File: src/rtl/core/imm_pkg.sv
// shared types, constants and a size-clamping helper for the integer matrix multiply block
`timescale 1ns / 1ps
`default_nettype none

package imm_pkg;

	localparam int MAX_ROWS_DEF   = 8;
	localparam int MAX_INNER_DEF  = 8;
	localparam int MAX_COLS_DEF   = 8;
	localparam int ELEM_WIDTH_DEF = 32;

	localparam int OP_W    = 2;
	localparam int IDX_W   = 6;
	localparam int VAL_W   = 32;
	localparam int ROW_W   = 3;
	localparam int COL_W   = 3;
	localparam int SIZE_W  = 4;
	localparam int CNT_W   = 2 * SIZE_W;
	localparam int PADDR_W = 4;
	localparam int PDATA_W = 32;

	localparam int S_DATA_W = 40;
	localparam int M_DATA_W = 40;

	localparam int IDX_SPACE = 2 ** IDX_W;

	typedef enum logic [OP_W-1:0] {
		OP_LOAD_A = 2'd0,
		OP_LOAD_B = 2'd1,
		OP_START  = 2'd2,
		OP_NONE   = 2'd3
	} op_t;

	localparam logic [1:0] REG_ROWS  = 2'd0;
	localparam logic [1:0] REG_INNER = 2'd1;
	localparam logic [1:0] REG_COLS  = 2'd2;

	typedef struct packed {
		logic valid;
		logic first;
		logic last;
	} mac_ctl_t;

	function automatic logic [SIZE_W-1:0] clamp_size(input logic [SIZE_W-1:0] v, input int maxv);
		logic [SIZE_W-1:0] r;
		r = v;
		if (v == '0) begin
			r = SIZE_W'(1);
		end else if (int'(v) > maxv) begin
			r = SIZE_W'(maxv);
		end
		return r;
	endfunction

endpackage

`default_nettype wire

File: src/rtl/core/imm_mac.sv
// multiply-accumulate pipeline: registered product, then running sum
`timescale 1ns / 1ps
`default_nettype none

module imm_mac #(
	parameter int ELEM_WIDTH = imm_pkg::ELEM_WIDTH_DEF
) (
	input  wire                  clk,
	input  wire                  arst_n,
	input  wire imm_pkg::mac_ctl_t ctl_s1,
	input  wire [ELEM_WIDTH-1:0] a_s1,
	input  wire [ELEM_WIDTH-1:0] b_s1,
	output logic [ELEM_WIDTH-1:0] acc,
	output logic                  done
);
	import imm_pkg::*;

	mac_ctl_t              ctl_s2;
	logic [ELEM_WIDTH-1:0] prod_s2;
	logic [ELEM_WIDTH-1:0] acc_q;
	logic                  done_q;

	always_ff @(posedge clk or negedge arst_n) begin
		if (!arst_n) begin
			ctl_s2 <= '0;
			done_q <= 1'b0;
		end else begin
			ctl_s2 <= ctl_s1;
			done_q <= ctl_s2.valid && ctl_s2.last;
		end
	end

	always_ff @(posedge clk) begin
		if (ctl_s1.valid) begin
			prod_s2 <= a_s1 * b_s1;
		end
		if (ctl_s2.valid) begin
			acc_q <= ctl_s2.first ? prod_s2 : acc_q + prod_s2;
		end
	end

	assign acc  = acc_q;
	assign done = done_q;

endmodule

`default_nettype wire

File: config.mk
export PLATFORM = sky130hd
export DESIGN_NAME = imm_mac
export DESIGN_NICKNAME = d
export VERILOG_FILES = /design/src/rtl/core/imm_pkg.sv /design/src/rtl/core/imm_mac.sv
export SDC_FILE = /design/constraint.sdc
export NUM_CORES = 1
export LEC_CHECK = 0
export BUFFER_PORTS_ARGS = -buffer_cell sky130_fd_sc_hd__buf_2
export CORE_UTILIZATION = 53
export CTS_CLUSTER_DIAMETER = 40
export DETAILED_ROUTE_END_ITERATION = 8
export PLACE_DENSITY = 0.76
export SLEW_MARGIN = 20
export SYNTH_ARGS = -nofsm -noshare
export SYNTH_HDL_FRONTEND = slang
export SYNTH_SLANG_ARGS = --single-unit
File: constraint.sdc
create_clock -name clk -period 3.5 [get_ports clk]
set_clock_uncertainty 0.05 [all_clocks]
set_input_delay 0.35 -clock clk [delete_from_list [all_inputs] [get_ports clk]]
set_output_delay 0.35 -clock clk [all_outputs]
set_load 0.03 [all_outputs]
# After elaboration in Yosys (flattened, before gate mapping)

Cells that the tools add are included.

Add/subtract/negate cells: 1
Multipliers: 1
Div/mod/pow operators: 0
Order comparisons: 0
Eq/ne operators: 0
Shift operators: 0
Muxes and demuxes: 1
Bitwise gates (word level): 0
Reductions and logical operators: 1

Operators with widths:

| cell                | number |
|---|---|
| $add A32 B32 Y32    | 1 |
| $mul A32 B32 Y32    | 1 |
| $mux W32            | 1 |
| $logic_and A1 B1 Y1 | 1 |

Register bits: 68
Latch bits: 0
Bits in writable memories: 0
Memory bits (read-only): 0
Input port bits: 69
Word-level logic and storage cells: 10
Memories kept: 0

# Depth between registers and ports, before layout

Word-level depth: 2
Gate-level depth with buffers: 28
Gate-level depth less buffers: 26

# Worst setup path before layout

OpenSTA, ideal clock, no wires.

Path type: input-to-reg
Start: in b_s1[2]
End: reg prod_s2[31], data pin
Setup time: 260 ps
Arrival: 6634 ps
Setup slack: -3444 ps
Stages on the path: 24
Path buffers: 2
Cell sequence: clkbuf_1 > clkbuf_1 > and2_1 > fa_1 > inv_1 > fa_1 > fa_1 > fa_1 > inv_1 > fa_1 > inv_1 > fa_1 > inv_1 > fa_1 > fa_1 > ha_1 > and4_1 > and3_1 > a211o_1 > o31a_1 > nand4_1 > o21ai_1 > o22ai_1 > xnor2_1

Longest elaborated chain between the ends: 1

RTL lines:

| element                | line          | RTL |
|---|---|---|
| start: declaration     | imm_mac.sv:12 | `input wire [ELEM_WIDTH-1:0] b_s1,` |
| $mul A32 B32 Y32       | imm_mac.sv:35 | `prod_s2 <= a_s1 * b_s1;` |
| end signal: assignment | imm_mac.sv:35 |  |
| end: declaration       | imm_mac.sv:19 | `logic [ELEM_WIDTH-1:0] prod_s2;` |

No other way between the ends.
A chain may end at the register's enable or synchronous reset.

# Worst setup path after layout

Start: in a_s1[15]
End: reg prod_s2[29], data pin

Longest elaborated chain between the ends: 1

RTL lines:

| element            | line          | RTL |
|---|---|---|
| start: declaration | imm_mac.sv:11 | `input wire [ELEM_WIDTH-1:0] a_s1,` |
| $mul A32 B32 Y32   | imm_mac.sv:35 |  |

No other way between the ends.

==> flow_summary.json <==
{
  "worst_hold_path_type": "primary input to flip-flop",
  "postPlaceCellArea_mm2": 0.0222,
  "initialDrtViolationCount": 710,
  "port_buffers": 101,
  "route.detailed.drc": 0,
  "synth-warning-count": 0,
  "grt_overflow": 0,
  "most_numerous_cell_on_the_critical_path": "fa_1",
  "cts-root-buf": "clkbuf_16",
  "synthesized_area_divided_by_synthesized_cell_count_um2": 9.34,
  "clock_sink_count": 68,
  "detailed_place_hpwl_um": 43600,
  "route.antenna.remaining_nets": 0,
  "rsz0062_at_grt": "yes",
  "critical_path.slowest_cell": "fa_1",
  "globalRouteTotalUtil_pct": 28.9,
  "status": "finished with violations",
  "cts_inserted_buffers": 9,
  "std_cell_rows": 69,
  "path_clk_slew_ps": 60,
  "starting_density_of_the_core_pct": 54.3,
  "io_pins": 102,
  "arrival_worst_endpoint_ps": 6530,
  "wp_data_required_ps": 3540,
  "cell_area_after_technology_mapping_mm2": 0.0195,
  "detailroute.via_count": 15300,
  "postSynth.topFlopCell": "edfxtp_1",
  "post-route-min-period_ps": 6490,
  "setup_ws_ps": -2990,
  "multiInputGateArea_mm2": 0.0164,
  "yosysSeqAreaShare_pct": 10.4,
  "totalWireLength_um": 52600,
  "clk_path_buf_depth": 2,
  "critical_path.startpoint_type": "primary input",
  "synth.ff_latch_count": 68,
  "worst-setup-path-type": "primary input to flip-flop",
  "netlist_instances": 2086,
  "worst_slew_pin_slew_ps": 815,
  "htree_num_levels": 3,
  "vias_per_cell": 5.40,
  "drive_above_1_share_pct": 23.3,
  "core-area_mm2": 0.0359,
  "maximum_fanout_count_along_the_critical_path": 8,
  "die_area_mm2": 0.0375,
  "fill_cell_count": 2680,
  "wire_length_of_the_first_global_routing_pass_um": 84700,
  "floorplan.die.width_um": 194,
  "finish.cell_count_without_fillers": 2832,
  "timing.final.setup_violations": 26,
  "synth_net_count": 2718,
  "routabilityCongestion": 0.903,
  "area.sequential_mm2": 0.00202,
  "dieHeight_um": 194,
  "failed_checks": "negative setup slack",
  "hold_viol": 0,
  "tritoncts": "yes",
  "antenna_violations_before_repair": 1,
  "final-max-slew-violation-count": 0,
  "number_of_nets_in_the_finished_design": 2997,
  "timing.critical_path.slowest_cell_delay_ps": 560,
  "synth_enable_flop_cells": 64,
  "slew_headroom_pct": 45.7,
  "maxClockFrequency_mhz": 154,
  "endpoint_kind": "flip-flop",
  "grt_start_max_net_pins": 62,
  "dp_cells": 2774,
  "min_period_over_period_pct": 185,
  "finalInstanceArea_mm2": 0.0238,
  "flow.area_growth_from_synthesis_pct": 22.3,
  "first_pass_iters": 5,
  "insertion_delay_ps": 350,
  "avgRoutedWirePerCell_um": 18.6,
  "synth_cell_types": 59,
  "cap_viol_max_count": 0,
  "synth_async_sr_flop_share_pct": 5.88,
  "first_global_vias": 16800
}
path summary, 6_finish.rpt:
path                       cells past startpoint                    end  slack, ps                 from
max                                           25  prod_s2[29]$_DFFE_PP_      -2990             a_s1[15]
min                                            1    ctl_s2[0]$_DFF_PN0_         50            ctl_s1[0]
max reg2reg                                   13      acc[30]$_DFFE_PP_        230     acc[0]$_DFFE_PP_
min reg2reg                                    1         done$_DFF_PN0_        420  ctl_s2[0]$_DFF_PN0_
max in group asynchronous                      2    ctl_s2[1]$_DFF_PN0_       3010               arst_n
min in group asynchronous                      2         done$_DFF_PN0_        270               arst_n
cells in the mapped netlist (2+ instances only):
library cell	count	share of area, %
xnor2_1	79	3.6
nand3_1	8	0.21
and2_1	274	8.8
nor3_1	9	0.23
a211o_1	2	0.090
o21ai_0	38	0.98
o211ai_1	2	0.077
fa_1	409	42
o21a_1	15	0.58
inv_1	406	7.8
ha_1	154	9.9
edfxtp_1	64	9.9
o21bai_1	7	0.27
o31ai_1	7	0.27
xor2_1	31	1.4
a21oi_2	2	0.090
a21oi_1	41	1.1
a211oi_1	4	0.15
nand4_1	3	0.096
or3_1	3	0.096
dfrtp_1	4	0.51
nor2b_1	3	0.096
o21ai_1	10	0.26
nor2_1	28	0.54
a221o_1	2	0.10
and3_1	7	0.22
and4_1	2	0.090
clkbuf_1	93	1.8
mux2_2	3	0.17
a31oi_1	3	0.096
nor3b_1	2	0.077
nand2b_1	10	0.32
nand2_1	312	6.0
a221oi_2	2	0.15
a21o_1	23	0.89
registers in the layout (all words and copies together), names as in the netlist:
| register | count |
|---|---|
| acc | 32 |
| ctl_s2 | 3 |
| done | 1 |
| prod_s2 | 32 |
stage by stage:
step / setup slack (ps) / hold WS (ps) / TNS [ps] / util [%]
finish: -2990 / 54.2 / -58710 / 66.4
global route: -3190 / 48.2 / -62690 / 66.4
CTS: -2900 / 38.7 / -56450 / 65.4
detailed placement: -3450 / 107 / -69560 / 61.8
global placement: -3290 / 103 / -67640 / 61.8
floorplan: -3080 / 4.41 / -59830 / -
layout make-up:
cell class                 count  area share, %
sequential                    68           8.48
timing repair buffer         362           12.6
antenna                        1         0.0105
clock inverter                 6          0.268
clock buffer                  10          0.961
multi-input combinational   1518           68.8
inverter                     406           6.39
tap                          461           2.42
worst max-delay path: cells and delay by family:
family | cells | cell delay (ps)
AOI/OAI and AO/OA | 5 | 960
xor gates and xnor gates | 1 | 90
adders and majority gates | 9 | 4220
buffers and inverters | 5 | 360
and+or+nand+nor | 5 | 550
kinds of logic (layout without fill, tap and decap cells):
logic type,count (synthesis),in the layout,synth area share [%]
simple gates,666,666,17.0
fa+ha+maj,563,563,51.9
buf+inv,500,784,9.67
compound gates,175,175,5.93
xor+xnor,110,110,4.94
flops,68,68,10.4
mux,4,4,0.225
other cells,0,1,0
layout by cell type, fill, tap and decap left out, types with 5 or more instances in the layout:
cell / synthesis / final
inv_1: 406 / 384
fa_1: 409 / 377
nand2_1: 312 / 306
and2_1: 274 / 248
buf_4: 0 / 212
ha_1: 154 / 118
buf_2: 0 / 78
xnor2_1: 79 / 76
edfxtp_1: 64 / 64
buf_6: 1 / 44
ha_4: 0 / 35
o21ai_0: 38 / 33
fa_2: 0 / 32
xor2_1: 31 / 31
and2_4: 0 / 26
nor2_1: 28 / 26
a21oi_1: 41 / 25
a21o_1: 23 / 23
inv_2: 0 / 22
buf_12: 0 / 16
o21a_1: 15 / 15
a21oi_2: 2 / 14
nand2b_1: 10 / 10
clkbuf_16: 0 / 9
o21ai_1: 10 / 8
o21bai_1: 7 / 7
nand3_1: 8 / 7
nor3_1: 9 / 7
o31ai_1: 7 / 7
buf_8: 0 / 7
o21ai_2: 0 / 6
nand2_2: 0 / 5
and3_1: 7 / 5
metal layers:
layer	vias up	part of all wire (%)	GRT usage, %
met2	554	51	50.1
met3	166	5.1	3.30
li1	6851	-	-
met5	-	0	0
met1	7709	37	34.3
met4	0	6.5	18.3
what timing repair did:
item,in CTS,in global routing
pin swaps,143,42
endpoints found under the hold margin,4,0
hold buffers,1,0
resized for setup,175,69
cloned,3,0
buffers inserted,30,9
endpoints found under the setup margin,27,27
Power is not shown: default switching activity piles up to over one toggle a cycle in this logic, so the estimate is an artifact.
